### config.mk
export PLATFORM = sky130hd
export DESIGN_NAME = blrs_victim
export DESIGN_NICKNAME = d
export VERILOG_FILES = /design/src/hw/rtl/blrs_pkg.sv /design/src/hw/rtl/blrs_victim.sv
export SDC_FILE = /design/constraint.sdc
export NUM_CORES = 1
export LEC_CHECK = 0
export ABC_CLOCK_PERIOD_IN_PS = 4950
export BUFFER_PORTS_ARGS = -buffer_cell sky130_fd_sc_hd__buf_2
export CELL_PAD_IN_SITES_DETAIL_PLACEMENT = 1
export CELL_PAD_IN_SITES_GLOBAL_PLACEMENT = 1
export CORE_UTILIZATION = 40
export DETAILED_ROUTE_END_ITERATION = 6
export PLACE_DENSITY_LB_ADDON = 0.1
export SYNTH_ARGS = -nofsm -noshare
export SYNTH_HDL_FRONTEND = slang
export SYNTH_SLANG_ARGS = --single-unit
### constraint.sdc
create_clock -name clock -period 4.95 [get_ports clock]
set_clock_uncertainty 0.05 [all_clocks]
set_input_delay 0.495 -clock clock [delete_from_list [all_inputs] [get_ports clock]]
set_output_delay 0.495 -clock clock [all_outputs]
set_load 0.005 [all_outputs]
### src/hw/rtl/blrs_pkg.sv
package blrs_pkg;

   localparam int LEN_W   = 32;
   localparam int STAMP_W = 40;
   localparam int EVC_W   = 11;

   typedef enum logic [1:0] {
      OP_PIN    = 2'd0,
      OP_INSERT = 2'd1,
      OP_SERVE  = 2'd2,
      OP_REPORT = 2'd3
   } op_type;

   typedef enum logic [1:0] {
      STS_OK     = 2'd0,
      STS_REJECT = 2'd1,
      STS_HIT    = 2'd2,
      STS_MISS   = 2'd3
   } status_type;

   typedef enum logic [3:0] {
      S_CLEAR,
      S_IDLE,
      S_LOOKUP,
      S_EVAL,
      S_CHECK,
      S_SCAN,
      S_PICK,
      S_PLACE,
      S_DONE
   } state_type;

   typedef struct packed {
      logic [1:0]       opcode;
      logic [9:0]       entry;
      logic [LEN_W-1:0] offset;
      logic [LEN_W-1:0] byte_count;
      logic [LEN_W-1:0] file_length;
   } req_type;

   typedef struct packed {
      logic [1:0]       status;
      logic [EVC_W-1:0] evicted_count;
      logic [LEN_W-1:0] occupied_bytes;
   } rsp_type;

   // one stored entry of the resident map
   typedef struct packed {
      logic               held;
      logic               pinned;
      logic [LEN_W-1:0]   length;
      logic [STAMP_W-1:0] stamp;
   } ent_type;

   localparam int ENT_W = $bits(ent_type);

   typedef struct packed {
      logic clear;
      logic sample;
   } vict_ctl_type;

   typedef struct packed {
      logic               found;
      logic               pinned;
      logic [LEN_W-1:0]   length;
      logic [STAMP_W-1:0] stamp;
   } vict_pick_type;

endpackage

### src/hw/rtl/blrs_victim.sv
module blrs_victim import blrs_pkg::*; #(
   parameter int IDX_W = 10
) (
   input  logic          clock,
   input  logic          reset,
   input  vict_ctl_type  ctl,
   input  ent_type       ent,
   input  logic [IDX_W-1:0] ent_idx,
   output vict_pick_type pick,
   output logic [IDX_W-1:0] pick_idx
);

   logic               u_found_ff, u_found_in;
   logic               p_found_ff, p_found_in;
   logic [IDX_W-1:0]   u_idx_ff, u_idx_in, p_idx_ff, p_idx_in;
   logic [LEN_W-1:0]   u_len_ff, u_len_in, p_len_ff, p_len_in;
   logic [STAMP_W-1:0] u_stamp_ff, u_stamp_in, p_stamp_ff, p_stamp_in;

   logic               cur_found;
   logic [STAMP_W-1:0] cur_stamp;
   logic               take;

   // one stamp comparator serves both classes
   always_comb begin
      cur_found = ent.pinned ? p_found_ff : u_found_ff;
      cur_stamp = ent.pinned ? p_stamp_ff : u_stamp_ff;
      take      = ctl.sample && ent.held && (!cur_found || (ent.stamp < cur_stamp));

      u_found_in = u_found_ff;
      u_idx_in   = u_idx_ff;
      u_len_in   = u_len_ff;
      u_stamp_in = u_stamp_ff;
      p_found_in = p_found_ff;
      p_idx_in   = p_idx_ff;
      p_len_in   = p_len_ff;
      p_stamp_in = p_stamp_ff;

      if (ctl.clear) begin
         u_found_in = 1'b0;
         p_found_in = 1'b0;
      end else if (take) begin
         if (ent.pinned) begin
            p_found_in = 1'b1;
            p_idx_in   = ent_idx;
            p_len_in   = ent.length;
            p_stamp_in = ent.stamp;
         end else begin
            u_found_in = 1'b1;
            u_idx_in   = ent_idx;
            u_len_in   = ent.length;
            u_stamp_in = ent.stamp;
         end
      end
   end

   always_ff @(posedge clock) begin
      if (reset) begin
         u_found_ff <= 1'b0;
         p_found_ff <= 1'b0;
      end else begin
         u_found_ff <= u_found_in;
         p_found_ff <= p_found_in;
      end
      u_idx_ff   <= u_idx_in;
      u_len_ff   <= u_len_in;
      u_stamp_ff <= u_stamp_in;
      p_idx_ff   <= p_idx_in;
      p_len_ff   <= p_len_in;
      p_stamp_ff <= p_stamp_in;
   end

   // unpinned files go before pinned ones
   always_comb begin
      pick.found  = u_found_ff || p_found_ff;
      pick.pinned = !u_found_ff;
      pick.length = u_found_ff ? u_len_ff : p_len_ff;
      pick.stamp  = u_found_ff ? u_stamp_ff : p_stamp_ff;
      pick_idx    = u_found_ff ? u_idx_ff : p_idx_ff;
   end

endmodule

* Word level (Yosys, flattened, before mapping)
Cells that the tools add are included.
Cells by class: order comparisons 1, muxes and demuxes 5, bitwise logic cells 2, reduce and logical (&&, ||, !) cells 11
Operators with widths (count):
- $mux 40 | 2
- $lt 40x40->1 | 1
- $mux 32 | 1
- $mux 10 | 1
- $reduce_and 3->1 | 2
- $reduce_and 2->1 | 2
- $logic_and 1x1->1 | 2
- $logic_not 1->1 | 2
- $logic_or 1x1->1 | 2
- $not 1->1 | 2
- $reduce_or 2->1 | 1
- $mux 1 | 1
Storage, ports and cells: register bits 166, bits of input ports 88, output and inout bits 84, logic and storage cells 27

* Depth between registers and ports, before layout
depth in word-level cells 5, gate-level depth with buffers 10, gate-level depth less buffers 8

* Worst setup path after synthesis
No wires, ideal clock.
path kind input to register, start in ent[72] in the netlist's numbering, end reg u_idx_ff[0], enable pin, library setup time 447 ps, arrival time 4269 ps, data required time 4453 ps, slack 184 ps, stages 10, cell sequence buf_4 clkbuf_1 mux2i_1 ha_1 a21oi_1 o21ai_1 a221oi_1 o2111ai_1 a311oi_2 o21a_1
On the way: cells in the longest elaborated chain, start to end 5, elaborated cells between the ends (all ways) 8, those cells by class 1 x order compare; 2 x mux; 1 x bitwise; 4 x reduce/logical
RTL lines:
- from (decl) | RTL line blrs_victim.sv:7 | input ent_type ent,
- $mux 40 / $mux 1 (equally long branches) | RTL line blrs_victim.sv:26, blrs_victim.sv:25
- $lt 40x40->1 / $logic_not 1->1 (equally long branches) | RTL line blrs_victim.sv:27 | take = ctl.sample && ent.held && (!cur_found || (ent.stamp < cur_stamp));
- $logic_or 1x1->1 | RTL line blrs_victim.sv:27
- $logic_and 1x1->1 | RTL line blrs_victim.sv:27
- $reduce_and 3->1 (no line) (*)
- to (signal assigned) | RTL line blrs_victim.sv:64 | u_idx_ff <= u_idx_in;
- to (decl) | RTL line blrs_victim.sv:15 | logic [IDX_W-1:0] u_idx_ff, u_idx_in, p_idx_ff, p_idx_in;
Every way passes the cells marked *; elsewhere a longest branch is shown, timed or not. A chain may end at the register's enable or synchronous reset.

* Worst setup path in the final report
start in ent[72] in the netlist's numbering, end reg p_idx_ff[7], enable pin
On the way: cells in the longest elaborated chain, start to end 5, elaborated cells between the ends (all ways) 7, those cells by class 1 x order compare; 2 x mux; 4 x reduce/logical
RTL lines:
- $mux 40 / $mux 1 (equally long branches) | RTL line blrs_victim.sv:26, blrs_victim.sv:25
- $lt 40x40->1 / $logic_not 1->1 (equally long branches) | RTL line blrs_victim.sv:27
- $logic_or 1x1->1 | RTL line blrs_victim.sv:27
- $logic_and 1x1->1 | RTL line blrs_victim.sv:27
- $reduce_and 3->1 (no line) (*)
- to (signal assigned) | RTL line blrs_victim.sv:67 | p_idx_ff <= p_idx_in;
- to (decl) | RTL line blrs_victim.sv:15
Marks and branches as above.

==> impl_metrics.toml <==
[layout]
utilization_pct = 51.39
antenna-diode-count = 0
drive_above_1_share_pct = 47.79
area_growth_syn_to_layout_pct = 23.72
nets = 726
nFillCells = 1760

[worst_setup_path]
path_max_fanout = 48
cp_slowest_cell = "buf_4"
worst-path-buf-inv = 3
slowest_delay_ps = 540
cp_cell_sequence = "buf_2 > buf_4 > mux2i_1 > ha_1 > a21oi_1 > o21ai_1 > a221oi_1 > o2111ai_1 > a311oi_2 > o211a_4 > buf_4"
worstPathRequired_ps = 4940
path_delay_family = "compound AO/OA/AOI/OAI gates"
path_class = "input port to flip-flop"
cp.arrival_ps = 3380
startpoint_type = "input port"
critPathCaptureType = "flip-flop"
worst_path_most_repeated_cell = "buf_4"

[sta]
slew_viol_final = 0
setup_viol = 0
rsz0062_at_grt = "no"
fin_tns_setup_ps = 0
fin_crit_ps = 3387
max_slew_margin_pct = 46.91
min_period_over_period_pct = 68.42
hold_violations = 0
worst_slew_pin_slew_ps = 796.3
timing.fmax_ghz = 0.2953

[cts]
clock_sinks = 166
cts_setup_buffers = 0
max-clock-path-buffers = 2
hold_buffers = 0
post_cts_resize_count = 0
clock_latency_ps = 410
cts_tree = "yes"
clkTransAtPathRegs_ps = 60
cts-root-buf = "clkbuf_16"
h-tree-depth = 4
cts_buffers = 17

[grt]
antenna_found_initial = 0
gr-total-overflow = 0
grt_max_degree = 54
grtUsageTotal_pct = 17.56
grt_pass1_vias = 4527
grt_pass1_wl_um = 24460

[die]
rows = 48
chipHeight_um = 137.0
die-area_um2 = 18760
io_pins = 172
dieWidth_um = 137.0
fp.coreArea_um2 = 17540
start_util_pct = 41.54

[detailed_routing]
viasPerCell = 5.023
route.detailed.wl_per_inst_um = 18.94
drt_first_pass_iters = 4
remaining_drc_errors = 0
drt.antenna.violating_nets = 0
finalWirelength_um = 15840
drt_iter0_drc = 145
vias = 4199

[status]
status = "completed"

[synth]
synth_fp_nets = 543
synth.distinct_cells = 33
ys_ff_latch = 166
syn_avg_cell_area_um2 = 17.51
synth_area_um2 = 7284
yosysSeqAreaShare_pct = 68.16
synthCells = 416
yosysWarnings = 0

[flow_run]
drv_cap = 0

[placement]
gp_congestion = 0.7630
hpwl_um = 11170
portBuffers = 171

[power]
powerDensity_nw_per_um2 = 339.7
vdd.ir_drop.worst_v = 0.0002398
leakagePower_nw = 3.458

[worst_hold_path]
min_path_type = "input port to flip-flop"
==> Yosys cell counts (all sizes together) <==
library cell	count	area (um2)
nor2b	1	6.260
a311oi	1	15.01
a211oi	1	12.51
o2111ai	1	8.760
a21o	2	15.01
nand3	3	15.01
mux2i	39	390.4
mux2	83	934.6
nand4	8	50.05
dfxtp	2	40.04
o21a	1	7.510
nand2	12	47.55
nor3	6	35.03
o211ai	1	7.510
o211a	1	10.01
a21oi	15	75.07
buf	10	52.55
a31oi	1	6.260
and4	1	8.760
a221oi	2	17.52
edfxtp	164	4925
ha	39	488.0
nand2b	1	6.260
nor2	7	26.28
clkbuf	4	15.01
a2111oi	1	27.53
o21ai	6	30.02
inv	3	11.26
==> worst reg2reg max path: cells and delay by family (launching register included) <==
| family | cells | cell delay [ps] |
|---|---|---|
| DFF | 1 | 400 |
| adders and majority gates | 1 | 290 |
| muxes | 1 | 170 |
| AOI/OAI and AO/OA | 6 | 1240 |
| buffers and inverters | 1 | 540 |
==> metal layers <==
metal  part of all wire [%]  global-route usage, %  vias to the layer above
met3                    5.1                  4.778                       11
met5                      0                      0                        -
met1                     44                  22.31                     2056
li1                       -                      -                     2027
met2                     50                  29.18                      105
met4                   0.92                  5.250                        0
==> power by group <==
group	total, mW	internal (mW)	switching [mW]
Sequential	1.59	1.57	0.0122
Clock	1.27	0.741	0.527
Combinational	0.206	0.0970	0.109
==> placed cells by master, fill, tap and decap left out, drive strengths merged, types with 7 or more instances in the layout <==
master	netlist	final
a21oi	15	15
buf	10	178
clkbuf	4	19
edfxtp	164	164
ha	39	39
mux2	83	83
mux2i	39	39
nand2	12	12
nand4	8	8
nor2	7	7
==> metrics by stage <==
step	std cells	total power, mW	area, um2	hold WS, ps	setup slack (ps)
after detailed placement	805	1.827	8451	484.2	1075
after global placement	805	1.818	8451	465.0	1153
after global routing	836	3.169	9012	190.6	1298
after CTS	836	3.096	9012	191.1	1509
final	836	3.061	9012	207.5	1563
after floorplan	416	1.721	7284	436.1	184.1
==> layout make-up <==
| type | count | area, um2 | area share [%] |
|---|---|---|---|
| clock inverters | 12 | 128.9 | 1.430 |
| inverters | 3 | 11.26 | 0.1249 |
| well taps | 225 | 281.5 | 3.124 |
| repair buffers | 178 | 933.4 | 10.36 |
| flip-flops and latches | 166 | 4969 | 55.13 |
| clock buffers | 19 | 432.9 | 4.804 |
| multi-input cells | 233 | 2256 | 25.03 |
==> registers in the layout (all words and copies together), names as in the netlist <==
| signal | flops |
|---|---|
| p_stamp_ff | 40 |
| p_idx_ff | 10 |
| p_len_ff | 32 |
| u_len_ff | 32 |
| u_idx_ff | 10 |
| u_found_ff | 1 |
| u_stamp_ff | 40 |
| p_found_ff | 1 |
==> final timing paths <==
path,end,start,slack (ps),cells past startpoint
worst max register to register,p_idx_ff[7],p_stamp_ff[31],1880,9
worst max-delay path,p_idx_ff[7],ent[72],1560,11
worst min-delay path,u_found_ff,reset,210,2
worst min register to register,p_found_ff,p_found_ff,500,2
==> cell families after synthesis <==
group | count (synthesis) | synth area share [%]
AOI/OAI and AO/OA | 33 | 3.195
DFF | 166 | 68.16
adders and majority gates | 39 | 6.699
muxes | 122 | 18.19
and+or+nand+nor | 39 | 2.680
buffers and inverters | 17 | 1.082
No activity file was read; power rests on OpenSTA's default activity.
