--- src/hw/rtl/blrs_ram.sv ---
module blrs_ram #(
   parameter int WIDTH = 8,
   parameter int DEPTH = 16
) (
   input  logic                     clock,
   input  logic                     wr_en,
   input  logic [$clog2(DEPTH)-1:0] wr_addr,
   input  logic [WIDTH-1:0]         wr_data,
   input  logic [$clog2(DEPTH)-1:0] rd_addr,
   output logic [WIDTH-1:0]         rd_data
);

   logic [WIDTH-1:0] mem_ff [DEPTH];
   logic [WIDTH-1:0] rd_data_ff;

   always_ff @(posedge clock) begin
      if (wr_en) begin
         mem_ff[wr_addr] <= wr_data;
      end
      rd_data_ff <= mem_ff[rd_addr];
   end

   assign rd_data = rd_data_ff;

endmodule

--- config.mk ---
export PLATFORM = sky130hd
export DESIGN_NAME = blrs_ram
export DESIGN_NICKNAME = d
export VERILOG_FILES = /design/src/hw/rtl/blrs_ram.sv
export SDC_FILE = /design/constraint.sdc
export NUM_CORES = 1
export LEC_CHECK = 0
export BUFFER_PORTS_ARGS = -buffer_cell sky130_fd_sc_hd__buf_2
export CAP_MARGIN = 20
export CORE_MARGIN = 3
export CORE_UTILIZATION = 46
export CTS_BUF_LIST = sky130_fd_sc_hd__clkbuf_16
export DETAILED_ROUTE_END_ITERATION = 6
export PLACE_DENSITY_LB_ADDON = 0.2
export SYNTH_ARGS = -nofsm -noshare
export SYNTH_HDL_FRONTEND = slang
export SYNTH_SLANG_ARGS = --single-unit
--- constraint.sdc ---
create_clock -name clock -period 2.5 [get_ports clock]
set_input_delay 0.625 -clock clock [delete_from_list [all_inputs] [get_ports clock]]
set_output_delay 0.625 -clock clock [all_outputs]
set_load 0.005 [all_outputs]
---- After elaboration in Yosys (flattened, before gate mapping) ----
Memories as Yosys holds them, arrays and structs flattened. A register that Yosys moved wholly into a read port is not among the register bits.
Index checks and enable logic that the tools add are counted.
operators by class
  multiplexer cells ....................... 2
operator list
  operator           number
  1-bit two-way mux  2
word-level totals
  register bits after elaboration ......... 0
  bits in writable memories ............... 128
  input port bits ......................... 18
  output and inout bits ................... 8
  word-level logic and storage cells ...... 3
  memories kept ........................... 1
memories
  memory  depth  bits a word  rd ports  clocked after Yosys merged registers in  wr ports  RTL line  text
  mem_ff  16     8            1         1                                        1         13        logic [WIDTH-1:0] mem_ff [DEPTH];

---- Logic depth before layout (Yosys ltp) ----
Gate-level depths: netlist of run 1.
  word-level depth ........................ 2
  depth in mapped cells ................... 5
  mapped depth without buffers ............ 3

---- Worst setup path after synthesis of run 1 ----
No wires, ideal clock.
  path type ............................... input to register
  start ................................... input wr_addr[2]
  end ..................................... memory mem_ff[0][0] (enable)
  setup time .............................. 0.383 ns
  arrival time ............................ 1.735 ns
  required time ........................... 2.117 ns
  path slack .............................. 0.382 ns
  cell stages on the path ................. 2
  path buffers ............................ 0
  path through ............................ or3b_2 > nor3_1
RTL lines
  element             RTL line  text
  start: declaration  7         input logic [$clog2(DEPTH)-1:0] wr_addr,
  end: declaration    13
Straight into the memory's write port.

==> results of run 1 <==
area by class of cell:
type	count	area, um2	share of cell area, %
multi-input combinational	83	1057	17.17
clock inverter	15	209.0	3.393
timing repair buffer	44	292.8	4.754
clock buffer	17	425.4	6.908
tap	136	170.2	2.763
sequential	136	4004	65.01
worst register-to-register path, cell delays in order (launching register included):
cell and delay [ns]:
edfxtp_1 0.37, mux4_2 0.47, a22oi_1 0.31, nand2_1 0.09
path summary, 6_finish.rpt:
path	from	end	depth (start not counted)
setup reg to reg	mem_ff[3][7]	rd_data[7]	3
setup / recovery	rd_addr[0]	rd_data[3]	5
hold reg to reg	mem_ff[8][2]	rd_data[2]	3
hold / removal	wr_data[5]	mem_ff[6][5]	1
cell usage in the layout (no fill, tap or decap):
master / count
a22oi_1: 16
and2_1: 1
and2b_1: 1
buf_12: 2
buf_2: 25
buf_4: 17
bufinv_16: 5
clkbuf_16: 17
clkinv_1: 3
clkinv_2: 1
clkinv_4: 1
clkinvlp_4: 4
dfxtp_1: 8
edfxtp_1: 128
inv_1: 1
mux4_1: 14
mux4_2: 18
nand2_1: 9
nand2b_1: 2
nand3_1: 1
nand3b_1: 2
nor2_1: 13
nor2b_1: 1
nor3_1: 4
or3b_2: 1
cell families after synthesis:
group                  Yosys count  synth area share [%]
DFF                            136                 77.78
and+or+nand+nor                 35                 3.184
muxes                           32                 15.02
AOI/OAI and AO/OA               16                 2.334
buffers and inverters           10                 1.677
metrics by stage:
stage / power, mW / hold slack [ns]
6_report: 5.435 / 0.6038
4_1_cts: 5.474 / 0.5883
3_5_place_dp: 2.850 / 0.6603
2_1_floorplan: 2.738 / 0.6293
5_1_grt: 5.603 / 0.5979
3_3_place_gp: 2.845 / 0.6429
power by group:
part,leakage [nW],switching (mW),internal [mW]
logic,0.581,0.130,0.102
registers,1.22,0.0152,2.55
clock network,0.299,0.885,1.75
flip-flops by register name (all words and copies together), names as in the netlist:
signal and cells:
mem_ff 128, rd_data 8
routing by layer:
| layer | wire [um] | global-route usage [%] | part of all wire, % |
|---|---|---|---|
| met1 | 4149 | 22.56 | 42 |
| met2 | 4844 | 26.94 | 49 |
| met3 | 718 | 6.087 | 7.3 |
| met4 | 140 | 5.758 | 1.4 |
| met5 | 0 | 0 | 0 |
==> impl_metrics.toml, run 1 <==
[final_layout]
fin_cells = 431
fillers = 770
area_growth_pct = 19.64
drive_above_1_share_pct = 30.85
utilization_pct = 58.09
final_cell_area_um2 = 6158
nNetsFinal = 300
n_antenna_cell = 0

[placed_design]
dp.cells = 399
post-place-ws_ns = 0.4045
dpl.hpwl_mm = 5.933
dpl_cell_area_um2 = 5524
io_buffers = 25
gp_congestion = 0.7359

[timing]
slew_headroom_pct = 50.62
post-route-min-period_ns = 1.663
skew_ns = 0.006629
max_freq_ghz = 0.6013
maxSlewViolCount = 0
min_period_over_period_pct = 66.52
final-setup-viol-count = 0
fin_tns_setup_ns = 0
worst_slew_pin_slew_ns = 0.7380
rsz0062_at_grt = "false"
worst_slack_ns = 0.8370
hold_viol = 0

[clock_tree]
htreeDepth = 4
hold_buffers = 0
clkLatencyLatePin_ns = 0.40
post-cts-setup-buffer-count = 0
clk_pin_slew_ns = 0.06
numClockSinks = 136
cts-resized-gates = 0
cts_buffer_depth = 2
root_buffer = "clkbuf_16"
cts_tree = "built"
cts_buffers = 17

[global_routing]
grt_antenna_before_repair = 0
grt_start_max_net_pins = 33
grt-ovfl-total = 0
gr-usage-all-layers_pct = 17.17
grt_pass1_vias = 2530
grt_pass1_wl_mm = 15.23

[setup_path]
cp_max_fo = 32
slowest_stage = "mux4_1"
crit_type = "in -> reg"
crit_chain = "buf_2, buf_12, mux4_1, a22oi_1, nand2_1"
crit_family = "multiplexers"
start_kind = "input port"
r2r_slack_ns = 1.14
crit_arrival_ns = 1.95
worst_setup_path_end_kind = "flop"
slowest_delay_ns = 0.59
cp.required_ns = 2.79
critPathBufInv = 2

[logic_synthesis]
synth_seq_cells = 136
synth_most_common_cell = "edfxtp_1"
synth_area_leaders = "edfxtp_1 (75%), mux4_2 (7.9%), mux4_1 (7.1%), dfxtp_1 (3.1%), a22oi_1 (2.3%)"
synth_nets = 247
synth_area_leader_cell = "edfxtp_1"
ys_seq_area_share_pct = 77.78
syn_inst = 229
async_reset_ff_share_pct = 0
ys.flop_type = "edfxtp_1"
yosys_warnings = 0
synth_edf_count = 128
yosysTopAreaCellShare_pct = 74.67
syn-cell-area_um2 = 5147
synth_cell_type_count = 19
yosys-top-cells-count = "edfxtp_1 (128), mux4_2 (18), a22oi_1 (16), mux4_1 (14), nor2_1 (13)"
synth.avg_cell_area_um2 = 22.48

[floorplan]
die_w_um = 111.8
io_pins = 26
start_util_pct = 48.55
rows = 37
die-area_um2 = 12500
coreArea_um2 = 10600
die_h_um = 111.8

[worst_hold_path]
hp-class = "in -> reg"

[run]
cap_violations = 0

[status]
status = "finished, final reports clean"

[detailed_routing]
vias = 2408
drtIter0Drc = 268
wl_per_cell_um = 22.86
wirelength_mm = 9.852
drcViolationCount = 0
viasPerCell = 5.587
drtPass1Iterations = 5
ant_nets = 0

[power]
irDropWorstVdd_mv = 0.4595
p_leak_nw = 2.103
p_per_area_nw_per_um2 = 882.6
Note: power is estimated with default switching activity, not from simulation.
==> run 2: changes to the inputs <==
==> constraint.sdc (replaced) <==
create_clock -name clock -period 1.5 [get_ports clock]
set_input_delay 0.375 -clock clock [delete_from_list [all_inputs] [get_ports clock]]
set_output_delay 0.375 -clock clock [all_outputs]
set_load 0.005 [all_outputs]
==> run 2 against run 1 <==
  * Via count rose by 3.2%
  * Die area is the same
  * Cell count increased by 4.2%
  * Worst setup slack worse by 0.76 ns
  * Combinational power increased by 97%
  * Register-to-register slack worse by 1.1 ns
  * Critical endpoint is now rd_data[4]
==> impl_metrics.toml, run 2 (synthesis gave the netlist of run 1 again) <==
[worst_hold_path]
hp-class = "in -> reg"

[detailed_routing]
drcViolationCount = 0
drtIter0Drc = 232
vias = 2484
ant_nets = 0
viasPerCell = 5.532
wl_per_cell_um = 22.73
drtPass1Iterations = 4
wirelength_mm = 10.21

[placed_design]
gp_congestion = 0.7423
io_buffers = 25
dpl.hpwl_mm = 6.691

[floorplan]
die_w_um = 111.8
die-area_um2 = 12500
die_h_um = 111.8
coreArea_um2 = 10600
rows = 37
io_pins = 26
start_util_pct = 48.55

[setup_path]
critPathBufInv = 1
crit_chain = "mux4_2, a22oi_2, buf_4, nand2_1"
crit_arrival_ns = 1.71
cp_max_fo = 1
slowest_stage = "mux4_2"
cp.required_ns = 1.78
slowest_delay_ns = 0.48
crit_type = "reg -> reg"
start_kind = "flop"
worst_setup_path_end_kind = "flop"
crit_family = "multiplexers"

[timing]
hold_viol = 0
post-route-min-period_ns = 1.428
rsz0062_at_grt = "false"
final-setup-viol-count = 0
skew_ns = 0.01283
fin_tns_setup_ns = 0
maxSlewViolCount = 0
slew_headroom_pct = 52.99
worst_slew_pin_slew_ns = 0.7026
min_period_over_period_pct = 95.18
max_freq_ghz = 0.7004

[power]
irDropWorstVdd_mv = 0.6511
p_per_area_nw_per_um2 = 1348
p_leak_nw = 2.196
power_mw = 8.578

[clock_tree]
clkLatencyLatePin_ns = 0.42
cts_buffer_depth = 2
htreeDepth = 4
root_buffer = "clkbuf_16"
cts_tree = "built"
hold_buffers = 0
clk_pin_slew_ns = 0.07
numClockSinks = 136
cts_buffers = 17

[final_layout]
area_growth_pct = 23.60
drive_above_1_share_pct = 37.70
largest_reg_flops = 128
largest_register = "mem_ff"
layout_common_cells = "edfxtp_1 (128), buf_4 (26), buf_2 (25)"
nNetsFinal = 318
n_antenna_cell = 0
utilization_pct = 60.01
fillers = 749
final_common_cell = "edfxtp_1"

[global_routing]
grt_antenna_before_repair = 0
grt_pass1_vias = 2635
gr-usage-all-layers_pct = 17.67
grt_pass1_wl_mm = 15.88
grt-ovfl-total = 0
met2_usage_pct = 27.94
busiest_layer = "met2"
grt_start_max_net_pins = 17
grt_util_met1_pct = 24.04
grt_use_met3_pct = 4.348

[run]
cap_violations = 0

[status]
status = "finished, final reports clean"
-- run 2: changes by cell type in the layout (fill, tap and decap cells not counted), sizes merged --
cell / before / now
buf: 44 / 62
bufinv: 5 / 1
inv: 1 / 5
-- run 2: layer usage --
metal  vias up  wire length, um
met2        64             5148
met3        11              382
met4         0              129
met5         -                0
met1      1290             4547
li1       1119                -
-- run 2: worst reg2reg max path, delay by kind of cell, from the launching register on --
kind / cells / cell delay (ns)
buffers and inverters: 1 / 0.14
AND/OR/NAND/NOR: 1 / 0.06
multiplexers: 1 / 0.48
AO/OA/AOI/OAI: 1 / 0.24
flip-flops: 1 / 0.39
-- run 2: worst paths after layout --
check / startpoint / endpoint / slack (ns) / cells after the start
max: mem_ff[10][4] / rd_data[4] / 0.07 / 4
min reg2reg: mem_ff[15][2] / rd_data[2] / 0.68 / 3
max reg2reg: mem_ff[10][4] / rd_data[4] / 0.07 / 4
min: wr_data[5] / mem_ff[13][5] / 0.34 / 1
-- run 2: final cells by class --
class	instances	area (um2)	share of cell area, %
Clock buffer	17	425.4	6.686
Timing Repair Buffer	62	540.5	8.496
Sequential cell	136	4004	62.93
Multi-Input combinational cell	83	1090	17.13
Tap cell	136	170.2	2.675
Clock inverter	15	132.6	2.085
-- run 2: through the flow --
| step | worst slack (ns) | hold WS, ns | cells | area (um2) |
|---|---|---|---|---|
| after floorplan | -0.01147 | 0.4739 | 229 | 5186 |
| after global placement | -0.3263 | 0.6597 | 417 | 5803 |
| after detailed placement | -0.3114 | 0.6501 | 417 | 5803 |
| after CTS | 0.04161 | 0.3417 | 449 | 6366 |
| after global routing | 0.01540 | 0.3484 | 449 | 6362 |
| final | 0.07233 | 0.3441 | 449 | 6362 |
-- run 2: where the power goes --
part / leakage (nW) / total [mW] / internal [mW] / switching (mW)
clock network: 0.267 / 3.84 / 2.28 / 1.56
registers: 1.22 / 4.28 / 4.25 / 0.0294
logic: 0.706 / 0.458 / 0.226 / 0.232
total: 2.20 / 8.58 / 6.76 / 1.82
-- run 2: timing repair --
item / in CTS / in global routing
pin swaps: 0 / 1
setup endpoints to repair: 1 / 1
buffers inserted: 0 / 0
resized for setup: 1 / 1
==> run 3: changes to the inputs <==
==> constraint.sdc (replaced) <==
create_clock -name clock -period 1.2 [get_ports clock]
set_input_delay 0.3 -clock clock [delete_from_list [all_inputs] [get_ports clock]]
set_output_delay 0.3 -clock clock [all_outputs]
set_load 0.005 [all_outputs]
==> run 3 against run 2 <==
  * The flow now finishes with violations (setup timing)
  * Critical path type unchanged
  * Largest power group unchanged
  * Critical path depth decreased by 1
  * Highest routed layer unchanged
  * Routed wire length fell by 1.4%
  * First-iteration DRC count fell by 3.9%
  * Utilization increased by 1.4 points
  * Critical endpoint is now rd_data[5]
==> impl_metrics.toml, run 3 (synthesis gave the netlist of run 1 again) <==
[status]
status = "complete, but fails checks"
failed_checks = "setup timing"

[clock_tree]
cts_buffer_depth = 2
numClockSinks = 136
htreeDepth = 4
cts_tree = "built"
root_buffer = "clkbuf_16"
clk_pin_slew_ns = 0.06
clkLatencyLatePin_ns = 0.40
cts_buffers = 17

[global_routing]
grt_pass1_vias = 2677
grt_start_max_net_pins = 17
grt-ovfl-total = 0
grt_pass1_wl_mm = 15.73
grt_antenna_before_repair = 0
gr-usage-all-layers_pct = 17.49

[floorplan]
die_w_um = 111.8
rows = 37
start_util_pct = 48.55
io_pins = 26
die-area_um2 = 12500
die_h_um = 111.8
coreArea_um2 = 10600

[placed_design]
dpl_cell_area_um2 = 5812
dpl.hpwl_mm = 6.595
io_buffers = 25
gp_congestion = 0.7496

[run]
cap_violations = 0

[detailed_routing]
top_layer = "met4"
wl_met1_mm = 4.436
drtPass1Iterations = 4
wirelength_mm = 10.06
viasPerCell = 5.451
drcViolationCount = 0
wl_per_cell_um = 22.36
wl_met2_mm = 4.977
drtIter0Drc = 223
dr_wl_met3_um = 556
vias = 2453
ant_nets = 0

[final_layout]
final_cell_area_um2 = 6507
multi_input_area_um2 = 1129
fillers = 743
drive_above_1_share_pct = 47.77
nNetsFinal = 320
area_growth_pct = 26.42
largest_reg_flops = 128
largest_register = "mem_ff"
final_common_cell = "edfxtp_1"
ff_latch_area_um2 = 4009
layout_common_cells = "edfxtp_1 (128), mux4_2 (32), buf_4 (26)"
n_antenna_cell = 0

[timing]
post-route-min-period_ns = 1.302
fin_tns_setup_ns = -0.4640
skew_ns = 0.006717
final-setup-viol-count = 8
worst_slack_ns = -0.1022
max_freq_ghz = 0.7679
slew_headroom_pct = 28.98
rsz0062_at_grt = "true"
maxSlewViolCount = 0
hold_viol = 0
worst_slew_pin_slew_ns = 1.061
min_period_over_period_pct = 108.5

[setup_path]
start_kind = "flop"
crit_type = "reg -> reg"
crit_chain = "mux4_2, a22oi_2, nand2_1"
slowest_delay_ns = 0.48
worst_setup_path_end_kind = "flop"
cp.required_ns = 1.48
crit_arrival_ns = 1.59
cp_max_fo = 1
slowest_stage = "mux4_2"

[power]
p_comb_share_pct = 5.5
p_int_mw = 9.060
p_leak_nw = 2.194
netSwitchingFraction_pct = 19.51
switchingPower_mw = 2.196
power_mw = 11.26
p_per_area_nw_per_um2 = 1730
seqPwrFrac_pct = 47.5
irDropWorstVdd_mv = 1.068
clkPwrFrac_pct = 47.0

[worst_hold_path]
hp-class = "in -> reg"
==> run 3: changes by cell type in the layout (fill, tap and decap cells not counted), sizes merged <==
cell and change:
bufinv +3, buf +2, clkinv -2, clkinvlp -1, inv -1
==> run 3: power groups by stage <==
stage | clock (mW) | combinational, mW | sequential (mW)
after detailed placement | 0 | 0.588 | 5.45
after floorplan | 0 | 0.309 | 5.43
final | 5.29 | 0.620 | 5.35
after global routing | 5.61 | 0.674 | 5.36
after CTS | 5.37 | 0.617 | 5.35
after global placement | 0 | 0.580 | 5.44
==> run 3: cell type report <==
class / instances / share of cell area, %
multi-input cells: 83 / 17.34
repair buffers: 64 / 9.114
well taps: 136 / 2.615
clock inverters: 14 / 2.788
clock buffers: 17 / 6.537
flip-flops and latches: 136 / 61.60
==> run 3: path summary, 6_finish.rpt <==
| check | slack (ns) | startpoint | depth (start not counted) | end |
|---|---|---|---|---|
| worst max-delay path | -0.10 | mem_ff[2][5] | 3 | rd_data[5] |
| worst min-delay path | 0.27 | wr_data[1] | 1 | mem_ff[2][1] |
| worst max register to register | -0.10 | mem_ff[2][5] | 3 | rd_data[5] |
| worst min register to register | 0.67 | mem_ff[12][0] | 3 | rd_data[0] |
==> run 3: through the flow <==
step           hold slack [ns]  worst slack [ns]  util, %  cells
2_1_floorplan           0.3989           -0.2030        -    229
3_3_place_gp            0.6575           -0.5516    54.82    416
3_5_place_dp            0.6617           -0.5546    54.82    416
4_1_cts                 0.2672           -0.1067    61.15    450
5_1_grt                 0.2781           -0.1461    61.38    450
6_report                0.2744           -0.1022    61.38    450
==> run 3: critical path: cells and delay by family, from the launching register on <==
kind,cells,cell delay (ns)
flip-flops,1,0.37
AND/OR/NAND/NOR,1,0.09
AO/OA/AOI/OAI,1,0.24
multiplexers,1,0.48
==> run 3: what timing repair did <==
action                     in CTS  in global routing
setup buffers                   3                  0
setup endpoints to repair      10                 10
hold buffers                    0                  0
resized for setup               9                  5
cloned                          0                  0
pin swaps                       3                  4
==> run 3: per-layer routing <==
layer / GRT usage, % / vias up
met5: 0 / -
li1: - / 1110
met3: 5.000 / 7
met4: 5.434 / 0
met2: 27.62 / 61
met1: 23.86 / 1275
